`config.mk`:
```
export PLATFORM = sky130hd
export DESIGN_NAME = gawu_queue
export DESIGN_NICKNAME = d
export VERILOG_FILES = /design/src/sv/gawu_pkg.sv /design/src/sv/gawu_queue.sv
export SDC_FILE = /design/constraint.sdc
export NUM_CORES = 1
export LEC_CHECK = 0
export ABC_AREA = 1
export ABC_CLOCK_PERIOD_IN_PS = 8850
export BUFFER_PORTS_ARGS = -buffer_cell sky130_fd_sc_hd__buf_2
export CAP_MARGIN = 10
export CORE_AREA = 2 2 145 147
export CTS_CLUSTER_SIZE = 40
export DETAILED_ROUTE_END_ITERATION = 16
export DIE_AREA = 0 0 147 149
export PLACE_DENSITY = 0.74
export SETUP_SLACK_MARGIN = 0.4
export SLEW_MARGIN = 40
export SYNTH_ARGS = -nofsm -noshare
export SYNTH_HDL_FRONTEND = slang
export SYNTH_SLANG_ARGS = --single-unit
```
`constraint.sdc`:
```
create_clock -name clk_i -period 8.85 [get_ports clk_i]
set_input_delay 1.3275 -clock clk_i [delete_from_list [all_inputs] [get_ports clk_i]]
set_output_delay 1.3275 -clock clk_i [all_outputs]
set_load 0.05 [all_outputs]
```
`src/sv/gawu_pkg.sv`:
```
// gawu_pkg: types and constants shared by the watchpoint unit modules
// no dependencies
`default_nettype none
package gawu_pkg;

  typedef enum logic [2:0] {
    OP_ARM_RANGE  = 3'd0,
    OP_ARM_VALUE  = 3'd1,
    OP_READ       = 3'd2,
    OP_READ_NOW   = 3'd3,
    OP_WRITE      = 3'd4,
    OP_BULK       = 3'd5
  } opcode_e;

  typedef enum logic [2:0] {
    ST_OK      = 3'd0,
    ST_INVALID = 3'd1,
    ST_MMIO    = 3'd2,
    ST_ARMED   = 3'd3,
    ST_DUP     = 3'd4,
    ST_FULL    = 3'd5
  } status_e;

  typedef enum logic [1:0] {
    REG_MEM_SIZE    = 2'd0,
    REG_WATCH_PAGE  = 2'd1,
    REG_MMIO_ENABLE = 2'd2
  } reg_e;

  localparam int unsigned CfgDataW    = 33;
  localparam logic [31:0] GuardLimit  = 32'h0000_1000;
  localparam logic [31:0] MmioBase    = 32'h7FC8_0000;
  localparam logic [31:0] MmioMask    = 32'hFFFF_0000;
  localparam logic [19:0] WatchReset  = 20'h50000;

  typedef struct packed {
    logic [2:0]  opcode;
    logic [31:0] address;
    logic [31:0] range_end;
    logic [31:0] size;
    logic [63:0] data;
    logic [31:0] last_word;
  } in_item_t;

  typedef struct packed {
    logic [2:0]  status;
    logic        report_valid;
    logic        report_write;
    logic [31:0] report_address;
    logic [31:0] report_value;
    logic        last;
  } out_item_t;

  // classified work passed from front to back
  typedef struct packed {
    logic        hit;      // watch hit found, reports go out
    logic        two;      // two reports
    logic        write;
    logic [2:0]  status;
    logic [31:0] addr0;
    logic [31:0] val0;
    logic [31:0] addr1;
    logic [31:0] val1;
  } job_t;

endpackage
`default_nettype wire

```
`src/sv/gawu_queue.sv`:
```
// gawu_queue: two-entry job queue between classifier and report stage
// depends on gawu_pkg
`default_nettype none
module gawu_queue (
  input  wire logic           clk_i,
  input  wire logic           rst_ni,
  input  wire logic           push_i,
  input  wire gawu_pkg::job_t job_i,
  output logic                full_o,
  output logic                empty_o,
  input  wire logic           pop_i,
  output gawu_pkg::job_t      job_o
);
  gawu_pkg::job_t mem_q [2];
  logic rd_q, wr_q;
  logic [1:0] cnt_q;

  assign full_o  = cnt_q == 2'd2;
  assign empty_o = cnt_q == 2'd0;
  assign job_o   = mem_q[rd_q];

  // pointers and fill level
  always_ff @(posedge clk_i or negedge rst_ni) begin
    if (!rst_ni) begin
      rd_q  <= 1'b0;
      wr_q  <= 1'b0;
      cnt_q <= 2'd0;
    end else begin
      if (push_i) wr_q <= ~wr_q;
      if (pop_i)  rd_q <= ~rd_q;
      cnt_q <= cnt_q + {1'b0, push_i} - {1'b0, pop_i};
    end
  end

  always_ff @(posedge clk_i) begin
    if (push_i) mem_q[wr_q] <= job_i;
  end
endmodule
`default_nettype wire

```
# --- After elaboration in Yosys (flattened, before gate mapping) ---
# Memory sizes are Yosys's and may differ from the RTL's.
# Index checks and enable logic that the tools add are counted.
totals:
  regBits: 4
  in_bits: 138
  word_cells: 12
  out_inout_bits: 136
  memories: 1
  ramBits: 268
memory_table:
  columns: ["memory", "depth", "word_bits", "read_ports", "rd_clocked_by_memory_dff", "write_ports", "line", "source"]
  rows:
  - ["mem_q", 2, 134, 1, 0, 1, "gawu_queue.sv:14", "gawu_pkg::job_t mem_q [2];"]
op_classes:
  reduce_logical: 1
  n_eq_ne: 1
  addsub: 2
  n_bitwise: 2
  mux: 2
ops:
  columns: ["operator", "count"]
  rows:
  - ["adder 2 x 1 -> 2 bit", 1]
  - ["equality test 2 bit (second input constant)", 1]
  - ["logical NOT 2 bit", 1]
  - ["two-way mux 1 bit", 2]
  - ["NOT 1 bit", 2]
  - ["subtractor 2 x 1 -> 2 bit", 1]

# --- Longest topological paths before layout ---
depth:
  depth_word: 2
  mapped_depth: 7

# --- Least setup slack after synthesis ---
# OpenSTA, ideal clock, no wires.
synth_path:
  path_kind: "input port to flip-flop"
  start: "input push_i"
  end: "memory mem_q[0][0] (netlist bit), enable pin"
  n_path_buf: 0
  t_arrival_ps: 6972
  slack_ps: 1246
  cell_stages: 2
  required_ps: 8217
  setup_time_ps: 633
  cell_sequence: "inv_1 nor2_1"
synth_between:
  elab_chain_cells: 2
synth_rtl:
  columns: ["element", "line", "source"]
  rows:
  - ["from (decl)", "gawu_queue.sv:7", "input wire logic push_i,"]
  - ["two-way mux 1 bit", "gawu_queue.sv:36", "if (push_i) mem_q[wr_q] <= job_i;"]
  - ["two-way mux 1 bit (implied by the code)", "gawu_queue.sv:36", null]
  - ["to (decl)", "gawu_queue.sv:14", null]
# Every way passes these cells.

==> results.cfg <==
[floorplan]
io_pins = 274
dieArea_sq_um = 21900
initial_core_util_pct = 50.4
core-area_sq_um = 20600
rows = 53
die_w_um = 147
die_h_um = 149

[sta]
rsz0062_at_grt = no
hold_viol_final = 0
worstMarginPinSlew_ns = 0.712
period_share_pct = 43.6
finalSetupViolCount = 0
max_clock_freq_ghz = 0.259
worst_slack_ns = 4.99
skew_ns = 0.0162
whs_ns = 0.553
maxSlewViolCount = 0
maxSlewHeadroom_pct = 52.6
tns_ns = 0
finalCriticalPeriod_ns = 3.86

[clock_network]
post_cts_buffers = 0
holdBufCountCts = 0
cts_buffers = 27
cts_tree = yes
cts.clk_slew.worst_paths_ns = 0.06
cts_root_buffer = clkbuf_16
htree_levels = 1
clock_path_buffers = 3
ctsResizeCount = 0
cts_sinks = 272
insertion_delay_ns = 0.52

[routing]
viasPerCell = 4.73
ant_nets = 0
wirelength_met1_um = 7080
drt-total-wl_um = 18800
wl_met2_um = 9420
wl_met3_um = 1800
vias = 6130
topRoutingLayerUsed = met4
drc_errors = 0
initialDrtViolationCount = 398
wl_per_cell_um = 14.5
dr.pass1.iters = 4

[placed_design]
numPortBuffers = 273
gp_congestion = 0.760
place_hpwl_um = 12200
placed_cell_area_sq_um = 11900
dp.cells = 1248
dp_slack_ns = 5.55

[synth]
ys_seq_area_share_pct = 78.7
ys_seq_elements = 272
ys_warn_count = 0
syn_inst = 725
synth.avg_cell_area_sq_um = 14.3
synth.largest_area_cell = edfxtp_1
yosysTopAreaCellShare_pct = 77.7
synth_area_leaders = edfxtp_1 (78%), inv_1 (5.1%), nand2_1 (5.1%), o21ai_2 (3.0%), o21ai_0 (2.8%)
syn_nets = 865
yosys.cell_types.count = 14
synthesis.area_sq_um = 10400

[worst_setup_path]
start_kind = flip-flop
required_ns = 7.52
arrival_ns = 2.53
crit_family = buffers and inverters
path_depth = 4
cp_slowest_cell = dfrtp_4
cp-end-kind = output pin
max_stage_delay_ns = 0.77
path_class = reg -> out
cp.buffers_inverters = 2
reg2reg_depth = 3
worstPathCellList = buf_12 > nand2_1 > o21ai_0 > buf_2
critPathMaxFanout = 147

[status]
status = finished, final reports clean

[hold_path]
whs_path_depth = 1
hp-class = reg -> reg

[power]
max-vdd-ir-drop_uv = 289
total_power_mw = 4.94
p_clk_share_pct = 20.0
p_comb_share_pct = 43.6
power_leakage_nw = 5.40
swShare_pct = 45.8
power.density_nw_per_um2 = 392
p_sw_mw = 2.26
p_int_mw = 2.68
sequentialPowerShare_pct = 36.4

[final_layout]
layout_common_cells = buf_2 (273), edfxtp_1 (268), inv_1 (140), nand2_1 (140), o21ai_0 (58)
fin_util_pct = 61.4
final_cell_area_sq_um = 12600
area_delta_synth_final_pct = 21.9
final_common_cell = buf_2
n_fill_cell = 1587
stdcell_count = 1295
drive_gt1_share_pct = 34.4
layout.nets = 1142

[global_route]
grt_usage_pct = 16.6
overflow = 0
grt_pass1_vias = 5980
grt_pass1_wl_um = 28900
grt_max_degree = 148
antenna_found_initial = 1

[flow_run]
drv_cap = 0
## power groups by stage
stage,Combinational [mW],Sequential [mW],Clock (mW)
3_3_place_gp,2.10,1.86,0
5_1_grt,2.29,1.83,1.06
3_5_place_dp,2.17,1.83,0
6_report,2.16,1.80,0.988
2_1_floorplan,1.80,1.82,0
4_1_cts,2.18,1.80,1.02
## worst paths after layout
| kind | from | end | slack, ns |
|---|---|---|---|
| setup / recovery | rd_q | job_o[50] | 4.99 |
| hold / removal | wr_q | wr_q | 0.55 |
| setup reg to reg | wr_q | mem_q[1][87] | 6.72 |
| hold reg to reg | wr_q | wr_q | 0.55 |
| max in group asynchronous | rst_ni | rd_q | 8.08 |
| min in group asynchronous | rst_ni | cnt_q[0] | 0.61 |
## worst register-to-register path, cell delays in order (launching register included)
cell     delay, ns
dfrtp_1       0.42
nand2_1       0.14
inv_6         0.46
buf_6         0.69
## routing by layer
metal | up-vias | global-route usage, %
met5 | - | 0
met4 | 0 | 5.38
met3 | 46 | 5.08
met2 | 228 | 29.4
met1 | 2849 | 19.5
li1 | 3007 | -
## cells by family after synthesis
kind of cell | Yosys count | share of synthesized area [%]
XOR/XNOR | 2 | 0.169
AND/OR/NAND/NOR | 144 | 5.23
flip-flops | 272 | 78.7
buffers and inverters | 171 | 7.90
AO/OA/AOI/OAI | 134 | 7.75
adder cells (fa/ha/maj) | 2 | 0.242
## Yosys cell counts
master and count:
edfxtp_1 268, inv_1 141, nand2_1 140, o21ai_0 58, o21ai_1 41, o21ai_2 35
buf_6 22, clkbuf_1 5, dfrtp_1 4, buf_4 3, nor2_1 3, ha_1 2
xor2_1 2, nand3_1 1
## state kept, by name, indices dropped and copies added, names as in the netlist
name and flops:
mem_q 268, cnt_q 2, rd_q 1, wr_q 1
## layout make-up
| type | count | area, sq um | area share (%) |
|---|---|---|---|
| timing repair buffer | 278 | 1440 | 11.4 |
| antenna | 1 | 2.50 | 0.0198 |
| inverter | 141 | 534 | 4.23 |
| clock inverter | 13 | 58.8 | 0.466 |
| tap | 275 | 344 | 2.73 |
| sequential | 272 | 8150 | 64.6 |
| multi-input combinational | 282 | 1390 | 11.0 |
| clock buffer | 33 | 698 | 5.53 |
Note: power is estimated with default switching activity, not from simulation.
