File: src/sv/gawu_pkg.sv
// gawu_pkg: types and constants shared by the watchpoint unit modules
// no dependencies
`default_nettype none
package gawu_pkg;

  typedef enum logic [2:0] {
    OP_ARM_RANGE  = 3'd0,
    OP_ARM_VALUE  = 3'd1,
    OP_READ       = 3'd2,
    OP_READ_NOW   = 3'd3,
    OP_WRITE      = 3'd4,
    OP_BULK       = 3'd5
  } opcode_e;

  typedef enum logic [2:0] {
    ST_OK      = 3'd0,
    ST_INVALID = 3'd1,
    ST_MMIO    = 3'd2,
    ST_ARMED   = 3'd3,
    ST_DUP     = 3'd4,
    ST_FULL    = 3'd5
  } status_e;

  typedef enum logic [1:0] {
    REG_MEM_SIZE    = 2'd0,
    REG_WATCH_PAGE  = 2'd1,
    REG_MMIO_ENABLE = 2'd2
  } reg_e;

  localparam int unsigned CfgDataW    = 33;
  localparam logic [31:0] GuardLimit  = 32'h0000_1000;
  localparam logic [31:0] MmioBase    = 32'h7FC8_0000;
  localparam logic [31:0] MmioMask    = 32'hFFFF_0000;
  localparam logic [19:0] WatchReset  = 20'h50000;

  typedef struct packed {
    logic [2:0]  opcode;
    logic [31:0] address;
    logic [31:0] range_end;
    logic [31:0] size;
    logic [63:0] data;
    logic [31:0] last_word;
  } in_item_t;

  typedef struct packed {
    logic [2:0]  status;
    logic        report_valid;
    logic        report_write;
    logic [31:0] report_address;
    logic [31:0] report_value;
    logic        last;
  } out_item_t;

  // classified work passed from front to back
  typedef struct packed {
    logic        hit;      // watch hit found, reports go out
    logic        two;      // two reports
    logic        write;
    logic [2:0]  status;
    logic [31:0] addr0;
    logic [31:0] val0;
    logic [31:0] addr1;
    logic [31:0] val1;
  } job_t;

endpackage
`default_nettype wire

File: src/sv/gawu_back.sv
// gawu_back: turns queued jobs into one or two result beats
// depends on gawu_pkg
`default_nettype none
module gawu_back (
  input  wire logic           clk_i,
  input  wire logic           rst_ni,
  input  wire logic           q_empty_i,
  input  wire gawu_pkg::job_t job_i,
  output logic                q_pop_o,
  output gawu_pkg::out_item_t res_o,
  output logic                empty_o,
  input  wire logic           pop_i
);
  logic second_q;
  logic beat;

  assign empty_o = q_empty_i;
  assign beat    = pop_i && !q_empty_i;
  assign q_pop_o = beat && (!job_i.two || second_q);

  // result beat
  always_comb begin
    res_o = '0;
    res_o.status = job_i.status;
    res_o.last   = !job_i.two || second_q;
    if (job_i.hit) begin
      res_o.report_valid   = 1'b1;
      res_o.report_write   = job_i.write;
      res_o.report_address = second_q ? job_i.addr1 : job_i.addr0;
      res_o.report_value   = second_q ? job_i.val1 : job_i.val0;
    end
  end

  // which half of a two-report job
  always_ff @(posedge clk_i or negedge rst_ni) begin
    if (!rst_ni) second_q <= 1'b0;
    else if (beat) second_q <= job_i.two && !second_q;
  end
endmodule
`default_nettype wire

File: config.mk
export PLATFORM = sky130hd
export DESIGN_NAME = gawu_back
export DESIGN_NICKNAME = d
export VERILOG_FILES = /design/src/sv/gawu_pkg.sv /design/src/sv/gawu_back.sv
export SDC_FILE = /design/constraint.sdc
export NUM_CORES = 1
export LEC_CHECK = 0
export ABC_AREA = 1
export BUFFER_PORTS_ARGS = -buffer_cell sky130_fd_sc_hd__buf_4
export CAP_MARGIN = 20
export CORE_AREA = 5 5 77 79
export CTS_CLUSTER_SIZE = 16
export DETAILED_ROUTE_END_ITERATION = 12
export DIE_AREA = 0 0 82 84
export GPL_TIMING_DRIVEN = 0
export PLACE_DENSITY_LB_ADDON = 0.2
export SYNTH_ARGS = -nofsm -noshare
export SYNTH_HDL_FRONTEND = slang
export SYNTH_SLANG_ARGS = --single-unit
File: constraint.sdc
create_clock -name clk_i -period 1.3 [get_ports clk_i]
set_clock_uncertainty 0.15 [all_clocks]
set_input_delay 0.065 -clock clk_i [delete_from_list [all_inputs] [get_ports clk_i]]
set_output_delay 0.065 -clock clk_i [all_outputs]
set_load 0.1 [all_outputs]
-- Yosys cells after proc, flatten, opt, wreduce, memory -nomap -nowiden
Cells that the tools add are included.
- register bits: 1
- latch bits: 0
- RAM bits: 0
- bits in read-only memories: 0
- input bits: 138
- output and inout port bits: 72
- word-level logic and storage cells: 11
- memories: 0
- $add $sub $neg: 0
- $mul: 0
- divide/modulo/power cells: 0
- order comparisons: 0
- eq/ne operators: 0
- shift-type cells: 0
- mux-type cells: 3
- bitwise logic cells: 0
- reductions and logical operators: 7
- operators with widths (operator ; count):
    2-to-1 mux 66 bit ; 1
    2-to-1 mux 32 bit ; 2
    logical AND 1 bit ; 3
    logical NOT 1 bit ; 3
    logical OR 1 bit ; 1

-- Depth between registers and ports, before layout
- word-level depth: 3
- gate-level depth with buffers: 5
- gate-level depth less buffers: 4

-- Worst setup path before layout
No wires, ideal clock.
- path kind: reg-to-output
- start: register second_q
- end: output port res_o[43] (netlist name)
- arrival time: 2.079 ns
- data required time: 1.085 ns
- path slack: -0.994 ns
- cell stages (with the launch flop): 6
- path buffers: 2
- path through: dfrtp_1 buf_6 inv_8 buf_8 nor2_1 nor2_1
- RTL lines (item ; RTL line ; source):
    from (decl) ; gawu_back.sv:14 ; logic second_q;
    from (signal assigned) ; gawu_back.sv:37 ; else if (beat) second_q <= job_i.two && !second_q;
    to (decl) ; gawu_back.sv:10 ; output gawu_pkg::out_item_t res_o,

==> reports/results.md <==
| Step | Quantity | Value |
|---|---|---|
| run status | Result of the run | finished with violations |
| run status | Failing checks | setup timing |
| detailed routing | Number of design rule violations left after detail routing | 0 |
| placed design | Final HPWL DP | 6.10 mm |
| floorplanning | Standard cell core area | 5270 sq um |
| critical path | Endpoint of the lowest-slack register-to-register path | second_q |
| detailed routing | Routed wire length per instance | 17.2 um |
| cells and area | # diodes | 0 |
| detailed routing | Final wirelength | 8.88 mm |
| cells and area | Layout Area Growth over Synthesis | 264% |
| sta | Final worst-path cycle share | 1.09 |
| floorplanning | Floorplan row count | 27 |
| yosys | Proportion of synthesized area in mux cells | 0 |
| grt | Initial antenna violation count | 0 |
| yosys | Syn avg cell area | 5.36 sq um |
| grt | Total congestion overflow after global routing | 0 |
| yosys | Adder-cell share of the synthesized area | 0 |
| grt | Number of global-route vias before repair | 2655 |
| floorplanning | Die footprint | 6890 sq um |
| run | Max-cap check violation count | 0 |
| pwr | Internal Power | 1690 uW |
| cells and area | Registers with the highest flip-flop counts | second_q (1) |
| floorplanning | Vertical extent of the die | 84 um |
| worst hold path | Number of cells traversed by the worst hold path | 4 |
| cells and area | Util after Layout | 0.857 |
| placed design | Post-place setup slack | -312 ps |
| clocking | Later-pin clock latency in the skew report | 0 ps |
| cells and area | Proportion of layout cells with a drive suffix above 1 | 0.892 |
| grt | Largest net degree at the start of global routing | 11 |
| critical path | Setup slack, reg-to-reg | 190 ps |
| sta | Max Fclk | 709 MHz |
| critical path | Maximum fanout encountered on the critical timing path | 10 |
| yosys | Net count after synthesis | 370 |
| worst hold path | Start point of the worst hold path | q_empty_i |
| yosys | Number of synthesized register bits | 1 |
| detailed routing | Antenna violation net count after detailed routing | 0 |
| yosys | Cell variety after synth | 13 |
| detailed routing | Via count of the routed design | 2431 |
| sta | Actual slew at the worst max-slew pin | 587 ps |
| critical path | Worst flop-to-flop path startpoint | second_q |
| placed design | Post-Place Cells | 509 |
| pwr | Pwr Density | 987 nW/um^2 |
| grt | Combined global-route utilization of all metal layers | 0.238 |
| yosys | Post-synthesis compound-gate area fraction | 0.258 |
| yosys | Post-synth design cell area | 1240 sq um |
| sta | Post-Route Setup TNS | -4640 ps |
| worst hold path | Type of the worst min-delay path | in -> reg |
| cells and area | Register containing the most flip-flops in the final layout | second_q |
| yosys | Syn Inst Count | 232 |
| critical path | Startpoint kind of the worst setup timing path | flop |
| pwr | Max rail drop VDD | 619 uV |
| placed design | Routability cong. | 0.752 |
| sta | Max-slew violation count | 0 |
| sta | RSZ-0062 raised after global routing | true |
| sta | Endpoints failing setup | 60 |
| yosys | Ys Warns | 0 |
| sta | Number of failing hold endpoints at the final stage | 0 |
| yosys | Sequential share of the synthesized area | 0.0201 |
| yosys | Combinational family with the most area after synthesis | simple AND/OR/NAND/NOR gates |
| yosys | Synth Area in Simple Gates | 0.526 |
| pwr | Final Total Pwr | 4460 uW |
| pwr | Combinational group share of total power | 0.990 |
| clocking | Clock slew at the register clock pins of the worst setup and hold paths | 0 ps |
| cells and area | Max reg flops | 1 |
| critical path | Type of the worst setup path | reg -> out |
| pwr | Switching share of power | 0.621 |
| pwr | Fraction of power consumed by sequential logic | 0.010 |
| pwr | Net Switching | 2770 uW |
| detailed routing | Via density per instance | 4.72 |
| yosys | XOR/XNOR Fraction of Synth Area | 0 |
| critical path | Number of cells traversed by the worst register-to-register path | 4 |
| sta | Headroom to the max-slew limit | 0.609 |
| sta | Minimum clock period after layout | 1410 ps |
| grt | Wire length of the first global-routing pass | 13.1 mm |
| sta | Setup ws final | -111 ps |
| floorplanning | Width of the die | 82 um |
| critical path | Crit path DAT | 1200 ps |
| critical path | Category of the worst setup path capture point | output pin |
| placed design | Number of buffers added on ports | 205 |
| floorplanning | Starting Density | 0.236 |
| worst hold path | End point of the worst hold path | second_q |
| cells and area | Final-stage net count | 583 |
| detailed routing | Iteration-0 DRC count of the detailed router | 46 |
| critical path | Critical path required time | 1090 ps |
| cells and area | Count of placed standard cells in the final layout, fillers left out | 515 |
| pwr | Relative contribution of the clock network to total power | 0 |
| clocking | Postcts setup bufs | 0 |
| pwr | Leakage power total | 0.00191 uW |
| detailed routing | First-pass DRT Iterations | 4 |
| floorplanning | IO Pins | 210 |
[worst max-delay path, cell delays in order (launching register included)]
cell and delay, ps:
dfrtp_2 420, buf_12 170, buf_12 150, o21ai_2 200, nor2_4 70, buf_12 160
[power groups by stage]
stage / logic [uW] / registers (uW) / clock network (uW)
2_1_floorplan: 2650 / 40.7 / 0
3_3_place_gp: 3410 / 42.8 / 0
3_5_place_dp: 3430 / 43.0 / 0
4_1_cts: 4280 / 46.4 / 0
5_1_grt: 4550 / 48.0 / 0
6_report: 4410 / 46.2 / 0
[how the worst max path moves through the flow]
| stage | startpoint | to | slack, ps | cells past startpoint |
|---|---|---|---|---|
| after global routing | second_q | res_o[50] | -140 | 5 |
| after CTS | second_q | res_o[57] | -100 | 6 |
| after floorplan | second_q | res_o[10] | -210 | 5 |
| after global placement | second_q | res_o[27] | -300 | 4 |
| after detailed placement | second_q | res_o[27] | -310 | 4 |
| final | second_q | res_o[50] | -110 | 5 |
[cell usage after synthesis, drive strengths merged]
| cell type | count | share of area |
|---|---|---|
| o21ai | 64 | 0.26 |
| inv | 6 | 0.024 |
| dfrtp | 1 | 0.020 |
| clkbuf | 4 | 0.012 |
| nor2 | 131 | 0.51 |
| nand2 | 5 | 0.015 |
| buf | 21 | 0.16 |
[through the flow]
step | hold WS, ps | cell area, sq um
after global routing | 221 | 4520
final | 191 | 4520
after CTS | 191 | 4390
after floorplan | -381 | 1740
after detailed placement | -309 | 3370
after global placement | -310 | 3370
[cells in the final DEF, fill, tap and decap left out, drive strengths merged]
master,Yosys,routed
buf,21,230
clkbuf,4,4
dfrtp,1,1
dlygate4sd3,0,1
inv,6,7
nand2,5,5
nor2,131,131
o21ai,64,64
[what timing repair did]
action | 4_1_cts | 5_1_grt
hold buffers | 1 | 0
gates resized for setup | 268 | 20
endpoints found under the setup margin | 66 | 66
cloned | 3 | 2
endpoints found under the hold margin | 1 | 0
pin swaps | 4 | 2
[cell type report]
cell class	instances	area [sq um]
plain buffers	25	278
flip-flops and latches	1	26.3
fillers	288	753
multi-input cells	200	1680
well taps	72	90.1
repair buffers	210	2400
repair inverters	1	8.76
inverters	6	35.0
[cells by family after synthesis]
family	count (synthesis)
and+or+nand+nor	136
buffers and inverters	31
DFF	1
AOI/OAI and AO/OA	64
[routing by layer]
metal  global-route usage  vias to the layer above  part of all wire
met1                0.215                     1125              0.30
li1                     -                     1159                 -
met4               0.0740                        0             0.032
met2                0.484                      125              0.58
met3               0.0637                       22             0.084
met5                    0                        -                 0
No activity file was read; power rests on OpenSTA's default activity.
